===== src/rtl/core/txc_pkg.sv =====
// Shared types, request codes and constants of the text console character writer.
package txc_pkg;

    localparam int COLUMNS_DEFAULT = 80;

    localparam logic [1:0] REQ_CHAR = 2'd0;
    localparam logic [1:0] REQ_SET  = 2'd1;
    localparam logic [1:0] REQ_BACK = 2'd2;

    localparam logic [7:0] CHAR_NEWLINE = 8'd10;
    localparam logic [7:0] CHAR_TAB     = 8'd9;
    localparam logic [7:0] CHAR_SPACE   = 8'h20;

    localparam logic [7:0] BG_ATTR_RESET = 8'd16;
    localparam logic [7:0] FG_ATTR_RESET = 8'd15;

    localparam logic CFG_BG_ATTR = 1'b0;
    localparam logic CFG_FG_ATTR = 1'b1;

    localparam int POS_W = 15;

    localparam logic [1:0] TAB_LAST_STEP = 2'd3;

    localparam int Q_DEPTH = 2;
    localparam int Q_PTR_W = 1;
    localparam int Q_CNT_W = 2;

    typedef logic [2:0] kind_t;

    localparam kind_t OP_CHAR    = 3'd0;
    localparam kind_t OP_TAB     = 3'd1;
    localparam kind_t OP_NEWLINE = 3'd2;
    localparam kind_t OP_SET     = 3'd3;
    localparam kind_t OP_BACK    = 3'd4;

    typedef struct packed {
        kind_t      kind;
        logic [7:0] arg_a;
        logic [7:0] arg_b;
    } entry_t;

endpackage


===== src/rtl/core/txc_cfg.sv =====
// APB-style register file holding the background and foreground attributes.
module txc_cfg
    import txc_pkg::*;
(
    input  logic        clk,
    input  logic        rst_n,
    input  logic        psel,
    input  logic        penable,
    input  logic        pwrite,
    input  logic [2:0]  paddr,
    input  logic [31:0] pwdata,
    output logic [31:0] prdata,
    output logic        pready,
    output logic [7:0]  attr
);

    logic [7:0] bg_attr_reg;
    logic [7:0] fg_attr_reg;
    logic       wr_en;
    logic       reg_index;

    assign pready    = 1'b1;
    assign reg_index = paddr[2];
    assign wr_en     = psel && penable && pwrite;

    always_ff @(posedge clk or negedge rst_n)
    begin
        if (!rst_n)
        begin
            bg_attr_reg <= BG_ATTR_RESET;
            fg_attr_reg <= FG_ATTR_RESET;
        end
        else if (wr_en)
        begin
            case (reg_index)
                CFG_BG_ATTR: bg_attr_reg <= pwdata[7:0];
                CFG_FG_ATTR: fg_attr_reg <= pwdata[7:0];
                default: ;
            endcase
        end
    end

    always_comb
    begin
        case (reg_index)
            CFG_BG_ATTR: prdata = {24'd0, bg_attr_reg};
            CFG_FG_ATTR: prdata = {24'd0, fg_attr_reg};
            default:     prdata = 32'd0;
        endcase
    end

    assign attr = bg_attr_reg | fg_attr_reg;

endmodule


===== src/rtl/core/txc_front.sv =====
// Front end: accepts request items and classifies them into queue entries.
module txc_front
    import txc_pkg::*;
(
    input  logic       req_valid,
    output logic       req_stall,
    input  logic [1:0] req_type,
    input  logic [7:0] char_code,
    input  logic [7:0] col,
    input  logic [7:0] row,
    input  logic [7:0] amount,
    input  logic       q_full,
    output logic       push,
    output entry_t     push_entry
);

    logic has_work;

    assign req_stall = q_full;

    always_comb
    begin
        has_work         = 1'b1;
        push_entry.kind  = OP_CHAR;
        push_entry.arg_a = char_code;
        push_entry.arg_b = 8'd0;
        case (req_type)
            REQ_CHAR:
            begin
                if (char_code == CHAR_NEWLINE)
                begin
                    push_entry.kind = OP_NEWLINE;
                end
                else if (char_code == CHAR_TAB)
                begin
                    push_entry.kind = OP_TAB;
                end
            end
            REQ_SET:
            begin
                push_entry.kind  = OP_SET;
                push_entry.arg_a = col;
                push_entry.arg_b = row;
            end
            REQ_BACK:
            begin
                push_entry.kind  = OP_BACK;
                push_entry.arg_a = amount;
            end
            default: has_work = 1'b0;
        endcase
    end

    assign push = req_valid && !req_stall && has_work;

endmodule


===== src/rtl/core/txc_queue.sv =====
// Two-entry queue between the front end and the back end.
module txc_queue
    import txc_pkg::*;
(
    input  logic   clk,
    input  logic   rst_n,
    input  logic   push,
    input  entry_t push_entry,
    input  logic   pop,
    output logic   q_valid,
    output logic   q_full,
    output entry_t q_entry
);

    entry_t               slot_reg [Q_DEPTH];
    logic [Q_PTR_W-1:0]   wr_ptr_reg;
    logic [Q_PTR_W-1:0]   rd_ptr_reg;
    logic [Q_CNT_W-1:0]   count_reg;
    logic [Q_CNT_W-1:0]   count_next;

    assign q_valid = count_reg != '0;
    assign q_full  = count_reg == Q_CNT_W'(Q_DEPTH);
    assign q_entry = slot_reg[rd_ptr_reg];

    always_comb
    begin
        count_next = count_reg;
        if (push && !pop)
        begin
            count_next = count_reg + 1'b1;
        end
        else if (pop && !push)
        begin
            count_next = count_reg - 1'b1;
        end
    end

    always_ff @(posedge clk or negedge rst_n)
    begin
        if (!rst_n)
        begin
            wr_ptr_reg <= '0;
            rd_ptr_reg <= '0;
            count_reg  <= '0;
        end
        else
        begin
            count_reg <= count_next;
            if (push)
            begin
                wr_ptr_reg <= wr_ptr_reg + 1'b1;
            end
            if (pop)
            begin
                rd_ptr_reg <= rd_ptr_reg + 1'b1;
            end
        end
    end

    always_ff @(posedge clk)
    begin
        if (push)
        begin
            slot_reg[wr_ptr_reg] <= push_entry;
        end
    end

    a_no_push_full: assert property (@(posedge clk) disable iff (!rst_n)
        q_full |-> !push)
        else $error("queue written while full");

    a_no_pop_empty: assert property (@(posedge clk) disable iff (!rst_n)
        !q_valid |-> !pop)
        else $error("queue read while empty");

endmodule


===== src/rtl/core/txc_back.sv =====
// Back end: executes queued entries, moves the cursor and registers each result item.
module txc_back
    import txc_pkg::*;
#(
    parameter int COLUMNS = COLUMNS_DEFAULT
)
(
    input  logic             clk,
    input  logic             rst_n,
    input  logic             q_valid,
    input  entry_t           q_entry,
    output logic             pop,
    input  logic [7:0]       attr,
    output logic             res_valid,
    input  logic             res_stall,
    output logic             cell_write,
    output logic [POS_W-1:0] cell_addr,
    output logic [15:0]      cell_data,
    output logic [POS_W-1:0] cursor_pos,
    output logic             last
);

    localparam logic [7:0] COLS_B = COLUMNS[7:0];

    logic [7:0]       col_reg;
    logic [7:0]       row_reg;
    logic [POS_W-1:0] pos_reg;
    logic [1:0]       step_reg;
    logic             res_valid_reg;
    logic             cell_write_reg;
    logic [POS_W-1:0] cell_addr_reg;
    logic [15:0]      cell_data_reg;
    logic [POS_W-1:0] cursor_pos_reg;
    logic             last_reg;

    logic             fire;
    logic             wrap;
    logic [7:0]       adv_col;
    logic [7:0]       adv_row;
    logic [7:0]       col_next;
    logic [7:0]       row_next;
    logic [15:0]      row_prod;
    logic [16:0]      pos_sum;
    logic [POS_W-1:0] pos_next;
    logic             wr_c;
    logic [POS_W-1:0] addr_c;
    logic [15:0]      data_c;
    logic             last_c;

    assign fire = q_valid && (!res_valid_reg || !res_stall);

    assign wrap    = ({1'b0, col_reg} + 9'd1) >= 9'(COLUMNS);
    assign adv_col = wrap ? 8'd0 : col_reg + 8'd1;
    assign adv_row = wrap ? row_reg + 8'd1 : row_reg;

    always_comb
    begin
        col_next = col_reg;
        row_next = row_reg;
        wr_c     = 1'b0;
        addr_c   = '0;
        data_c   = 16'd0;
        last_c   = 1'b1;
        case (q_entry.kind)
            OP_CHAR:
            begin
                col_next = adv_col;
                row_next = adv_row;
                wr_c     = 1'b1;
                addr_c   = pos_reg;
                data_c   = {attr, q_entry.arg_a};
            end
            OP_TAB:
            begin
                col_next = adv_col;
                row_next = adv_row;
                wr_c     = 1'b1;
                addr_c   = pos_reg;
                data_c   = {attr, CHAR_SPACE};
                last_c   = (adv_col[1:0] == 2'd0) || (step_reg == TAB_LAST_STEP);
            end
            OP_NEWLINE:
            begin
                col_next = 8'd0;
                row_next = row_reg + 8'd1;
            end
            OP_SET:
            begin
                col_next = q_entry.arg_a;
                row_next = q_entry.arg_b;
            end
            OP_BACK:
            begin
                col_next = col_reg - q_entry.arg_a;
            end
            default: ;
        endcase
    end

    assign row_prod = row_next * COLS_B;
    assign pos_sum  = {1'b0, row_prod} + {9'd0, col_next};
    assign pos_next = pos_sum[POS_W-1:0];

    assign pop = fire && last_c;

    always_ff @(posedge clk or negedge rst_n)
    begin
        if (!rst_n)
        begin
            col_reg       <= 8'd0;
            row_reg       <= 8'd0;
            pos_reg       <= '0;
            step_reg      <= 2'd0;
            res_valid_reg <= 1'b0;
        end
        else
        begin
            if (fire)
            begin
                col_reg       <= col_next;
                row_reg       <= row_next;
                pos_reg       <= pos_next;
                step_reg      <= last_c ? 2'd0 : step_reg + 2'd1;
                res_valid_reg <= 1'b1;
            end
            else if (!res_stall)
            begin
                res_valid_reg <= 1'b0;
            end
        end
    end

    always_ff @(posedge clk)
    begin
        if (fire)
        begin
            cell_write_reg <= wr_c;
            cell_addr_reg  <= addr_c;
            cell_data_reg  <= data_c;
            cursor_pos_reg <= pos_next;
            last_reg       <= last_c;
        end
    end

    assign res_valid  = res_valid_reg;
    assign cell_write = cell_write_reg;
    assign cell_addr  = cell_addr_reg;
    assign cell_data  = cell_data_reg;
    assign cursor_pos = cursor_pos_reg;
    assign last       = last_reg;

    a_tab_in_progress: assert property (@(posedge clk) disable iff (!rst_n)
        step_reg != 2'd0 |-> q_valid && q_entry.kind == OP_TAB && col_reg[1:0] != 2'd0)
        else $error("tab expansion without a tab at the queue head");

    a_pos_tracks_cursor: assert property (@(posedge clk) disable iff (!rst_n)
        pos_reg == POS_W'({1'b0, 16'(row_reg * COLS_B)} + {9'd0, col_reg}))
        else $error("cursor position out of step with row and column");

    a_result_after_fire: assert property (@(posedge clk) disable iff (!rst_n)
        fire |=> res_valid_reg && cursor_pos_reg == pos_reg)
        else $error("executed entry did not leave a matching result");

endmodule


===== src/rtl/core/text_console_char_writer.sv =====
// Top level of the text console character writer.
//
// Request items arrive on req_valid/req_stall with req_type, char_code, col,
// row and amount; an item is taken at a clock edge with req_valid high and
// req_stall low. Result items leave on res_valid/res_stall with cell_write,
// cell_addr, cell_data, cursor_pos and last, taken the same way.
// The background and foreground attributes are written over the APB-style
// port at byte addresses 0 and 4 and are ORed into each written cell.
// A character, newline, set or move-back request gives one result item; a tab
// gives one to four, one per cycle unless stalled, with last high on the final one.
// With an empty queue, a request taken at an edge is written to the queue,
// executed from its head and its result registered. Unless res_stall holds
// it, the back end turns out one result item per cycle, set by its single
// cursor update and position multiply, so plain requests sustain one per cycle.
// Requests of type 3 are taken and give no result.
// A two-entry queue parts the front end from the back end; while the
// receiver stalls, the result register holds and the queue fills, and
// req_stall rises once both entries are occupied.
// Reset puts the cursor at row 0, column 0 and the attributes at 16 and 15.
module text_console_char_writer
    import txc_pkg::*;
#(
    parameter int COLUMNS = COLUMNS_DEFAULT
)
(
    input  logic             clk,
    input  logic             rst_n,
    input  logic             psel,
    input  logic             penable,
    input  logic             pwrite,
    input  logic [2:0]       paddr,
    input  logic [31:0]      pwdata,
    output logic [31:0]      prdata,
    output logic             pready,
    input  logic             req_valid,
    output logic             req_stall,
    input  logic [1:0]       req_type,
    input  logic [7:0]       char_code,
    input  logic [7:0]       col,
    input  logic [7:0]       row,
    input  logic [7:0]       amount,
    output logic             res_valid,
    input  logic             res_stall,
    output logic             cell_write,
    output logic [POS_W-1:0] cell_addr,
    output logic [15:0]      cell_data,
    output logic [POS_W-1:0] cursor_pos,
    output logic             last
);

    logic [7:0] attr;
    logic       push;
    entry_t     push_entry;
    logic       pop;
    logic       q_valid;
    logic       q_full;
    entry_t     q_entry;

    txc_cfg u_cfg (
        .clk     (clk),
        .rst_n   (rst_n),
        .psel    (psel),
        .penable (penable),
        .pwrite  (pwrite),
        .paddr   (paddr),
        .pwdata  (pwdata),
        .prdata  (prdata),
        .pready  (pready),
        .attr    (attr)
    );

    txc_front u_front (
        .req_valid  (req_valid),
        .req_stall  (req_stall),
        .req_type   (req_type),
        .char_code  (char_code),
        .col        (col),
        .row        (row),
        .amount     (amount),
        .q_full     (q_full),
        .push       (push),
        .push_entry (push_entry)
    );

    txc_queue u_queue (
        .clk        (clk),
        .rst_n      (rst_n),
        .push       (push),
        .push_entry (push_entry),
        .pop        (pop),
        .q_valid    (q_valid),
        .q_full     (q_full),
        .q_entry    (q_entry)
    );

    txc_back #(
        .COLUMNS (COLUMNS)
    ) u_back (
        .clk        (clk),
        .rst_n      (rst_n),
        .q_valid    (q_valid),
        .q_entry    (q_entry),
        .pop        (pop),
        .attr       (attr),
        .res_valid  (res_valid),
        .res_stall  (res_stall),
        .cell_write (cell_write),
        .cell_addr  (cell_addr),
        .cell_data  (cell_data),
        .cursor_pos (cursor_pos),
        .last       (last)
    );

endmodule


===== config.mk =====
export PLATFORM = sky130hd
export DESIGN_NAME = text_console_char_writer
export DESIGN_NICKNAME = d
export VERILOG_FILES = /design/src/rtl/core/txc_pkg.sv /design/src/rtl/core/txc_cfg.sv /design/src/rtl/core/txc_front.sv /design/src/rtl/core/txc_queue.sv /design/src/rtl/core/txc_back.sv /design/src/rtl/core/text_console_char_writer.sv
export SDC_FILE = /design/constraint.sdc
export NUM_CORES = 1
export LEC_CHECK = 0
export BUFFER_PORTS_ARGS = -buffer_cell sky130_fd_sc_hd__buf_2
export CAP_MARGIN = 20
export CELL_PAD_IN_SITES_DETAIL_PLACEMENT = 1
export CELL_PAD_IN_SITES_GLOBAL_PLACEMENT = 2
export CORE_UTILIZATION = 38
export DETAILED_ROUTE_END_ITERATION = 8
export PLACE_DENSITY_LB_ADDON = 0.1
export SYNTH_ARGS = -nofsm -noshare
export SYNTH_HDL_FRONTEND = slang
export SYNTH_SLANG_ARGS = --single-unit
export TNS_END_PERCENT = 50

===== constraint.sdc =====
create_clock -name clk -period 14.54 [get_ports clk]
set_clock_uncertainty 0.2 [all_clocks]
set_input_delay 1.454 -clock clk [delete_from_list [all_inputs] [get_ports clk]]
set_output_delay 1.454 -clock clk [all_outputs]
set_load 0.01 [all_outputs]

==> metrics.txt <==
outcome finished, final reports clean; min-delay src u_back.pos_reg[6]$_DFFE_PN0P_; Max clock buf depth 2; post-synth cell types 61; Worst EP arrival 5.41 ns; initial drt markers 165; Achievable Freq 0.183 GHz; VDD IR-drop max 0.0925 mV; Design Power 2080 uW; Slew HR 0.338; Post-DRT Antenna Nets 0; Post-synth EDFFs 86; IO buf count 107; R2R setup slack 9.09 ns; Tmin final 5.45 ns; die width 140 um; R2R depth 19; final setup TNS 0 ns; CTS tree done; I/O pin cnt 159; RR Endpoint u_back.cursor_pos[14]$_DFFE_PP_; Placeable Area 0.0187 sq mm; power per cell area 242 mW/mm^2; post-route setup slack 9.09 ns; # rows 50; Worst setup SP type register; CTS Hold Bufs 0; CP Data Required Time 14.50 ns; Worst Hold Class register to register; Post-CTS Resized 0; # Post-CTS Setup Buffers 0; detail-routed via count per cell 5.14; max_cap viols 0; CTS Root Cell clkbuf_16; Worst-path clk slew 0.06 ns; worst reg2reg path startpoint u_back.pos_reg[1]$_DFFE_PN0P_; synthesized area 0.00728 sq mm; GRT Total Usage 0.190; H-tree lvl count 4; Avg Inst Size Synth 11.0 sq um; routed vias 5222; Hold Path Depth 2; register area share after synthesis 0.528; Post-layout nets 881; first-pass GRT wire length 28800 um; clock latency on the worst-skew pair 0.42 ns; GRT Residual Overflow 0; Crit. End Element register; starting density of the core 0.389; final hold slack 0.262 ns; Setup CP Type register to register; GPL Wtd Cong 0.811; fin. max-slew vios 0; P_leak 0.00369 uW; vias in the first global route 5414; Syn. warnings 0; Crit Path Max Fanout 15; height of the die 140 um; most common cell after layout, fill and taps aside buf_2; Die ar. 0.0197 sq mm; Seq cells post-synth 136; Hold Fails Final Rpt 0; routed len/inst 17.3 um; Hold Path Sink u_back.pos_reg[6]$_DFFE_PN0P_; largest net degree at the start of global routing 51; Slew @ Worst Pin 0.974 ns; layout cells sized above 1 0.238; unrepaired setup endpoints after global routing no; Final setup viols 0; most frequent cells in the layout buf_2 (107), edfxtp_1 (86), nand2_1 (73); Synth Instances 663; total wire length 17600 um; First-pass DRT Iterations 4; period utilization 0.375; clock sinks 136; Post-route DRC 0; Area growth, synth to finish 17.8%; top_reg_cell synth edfxtp_1; fraction of registers with async set/reset 0.368; CTS Buf Count 17; max reg flops 38; initial antenna violation count 0; Post-DP HPWL 12700 um; diode count 0; final core utilization 0.458; pre-CTS setup slack 9.07 ns
-- Yosys cell counts (all sizes together) (2+ instances only) --
library cell	count	area share
nor3b	3	0.0031
a211oi	4	0.0041
a31o	2	0.0024
nor3	7	0.0048
and4	2	0.0024
xnor2	16	0.019
nand4	3	0.0026
o31ai	2	0.0021
ha	33	0.057
a21boi	2	0.0021
nor2	58	0.030
mux2	31	0.048
nand2	73	0.038
nor4b	2	0.0024
o21a	3	0.0031
nor2b	10	0.0086
dfstp	5	0.018
mux2i	19	0.026
and2	25	0.021
clkbuf	18	0.0093
o31a	3	0.0036
xor2	11	0.013
a22o	3	0.0036
conb	2	0.0010
o21ai	45	0.031
o22a	3	0.0036
or4	2	0.0021
nand3	9	0.0062
o211ai	2	0.0021
o21bai	2	0.0021
nand2b	5	0.0043
dfrtp	45	0.15
inv	20	0.010
fa	3	0.0083
a22oi	9	0.0093
buf	31	0.031
a31oi	4	0.0043
a21oi	42	0.029
edfxtp	86	0.35
a21o	5	0.0052
-- through the flow --
step / instances / cell area [sq um]
floorplan: 686 / 7360
global placement: 984 / 7950
detailed placement: 984 / 7950
CTS: 1016 / 8570
global route: 1016 / 8570
finish: 1016 / 8570
-- routing by layer --
metal / up-vias / global-route usage / share of wire
met5: - / 0 / 0
met4: 0 / 0.0665 / 0.014
met1: 2544 / 0.239 / 0.46
met2: 135 / 0.327 / 0.49
met3: 17 / 0.0379 / 0.040
li1: 2526 / - / -
-- cell type report --
type	count	area, sq um
fill	2050	10100
sequential	136	3840
multi-input combinational	481	3160
timing repair buffer	113	581
clock buffer	22	475
tap	234	293
clock inverter	10	144
inverter	20	75.1
-- critical path, stage by stage (launching register included) --
cell and delay, ns:
dfrtp_1 0.58, ha_1 0.34, and3_1 0.24, a31oi_2 0.11
a21oi_2 0.60, nor2_1 0.17, a22oi_1 0.29, o21ai_0 0.23
ha_1 0.36, ha_1 0.19, inv_1 0.06, fa_1 0.40
xor2_1 0.23, nor2_1 0.09, a21boi_0 0.17, nand3_1 0.18
nor2_1 0.07, maj3_1 0.34, o21ai_0 0.24, nand2_1 0.11
-- worst max-delay path by stage --
stage | from | to | slack, ns
floorplan | u_queue.rd_ptr_reg$_DFFE_PN0P_ | u_back.pos_reg[14]$_DFFE_PN0P_ | 9.71
global placement | u_back.pos_reg[1]$_DFFE_PN0P_ | u_back.cursor_pos[14]$_DFFE_PP_ | 9.14
detailed placement | u_back.pos_reg[1]$_DFFE_PN0P_ | u_back.cursor_pos[14]$_DFFE_PP_ | 9.07
CTS | u_back.pos_reg[1]$_DFFE_PN0P_ | u_back.cursor_pos[14]$_DFFE_PP_ | 9.05
global route | u_queue.rd_ptr_reg$_DFFE_PN0P_ | u_back.pos_reg[13]$_DFFE_PN0P_ | 8.66
finish | u_back.pos_reg[1]$_DFFE_PN0P_ | u_back.cursor_pos[14]$_DFFE_PP_ | 9.09
-- kinds of logic after synthesis --
| family | count (synthesis) | share of synthesized area |
|---|---|---|
| compound gates | 138 | 0.117 |
| xor+xnor | 27 | 0.0325 |
| fa+ha+maj | 37 | 0.0664 |
| buf+inv | 69 | 0.0502 |
| flops | 136 | 0.528 |
| mux | 50 | 0.0741 |
| other cells | 2 | 0.00103 |
| simple gates | 204 | 0.131 |
-- power by group --
part / switching, uW / internal (uW)
registers: 81.2 / 599
clock network: 166 / 285
logic: 579 / 366
Note: power is estimated with default switching activity, not from simulation.
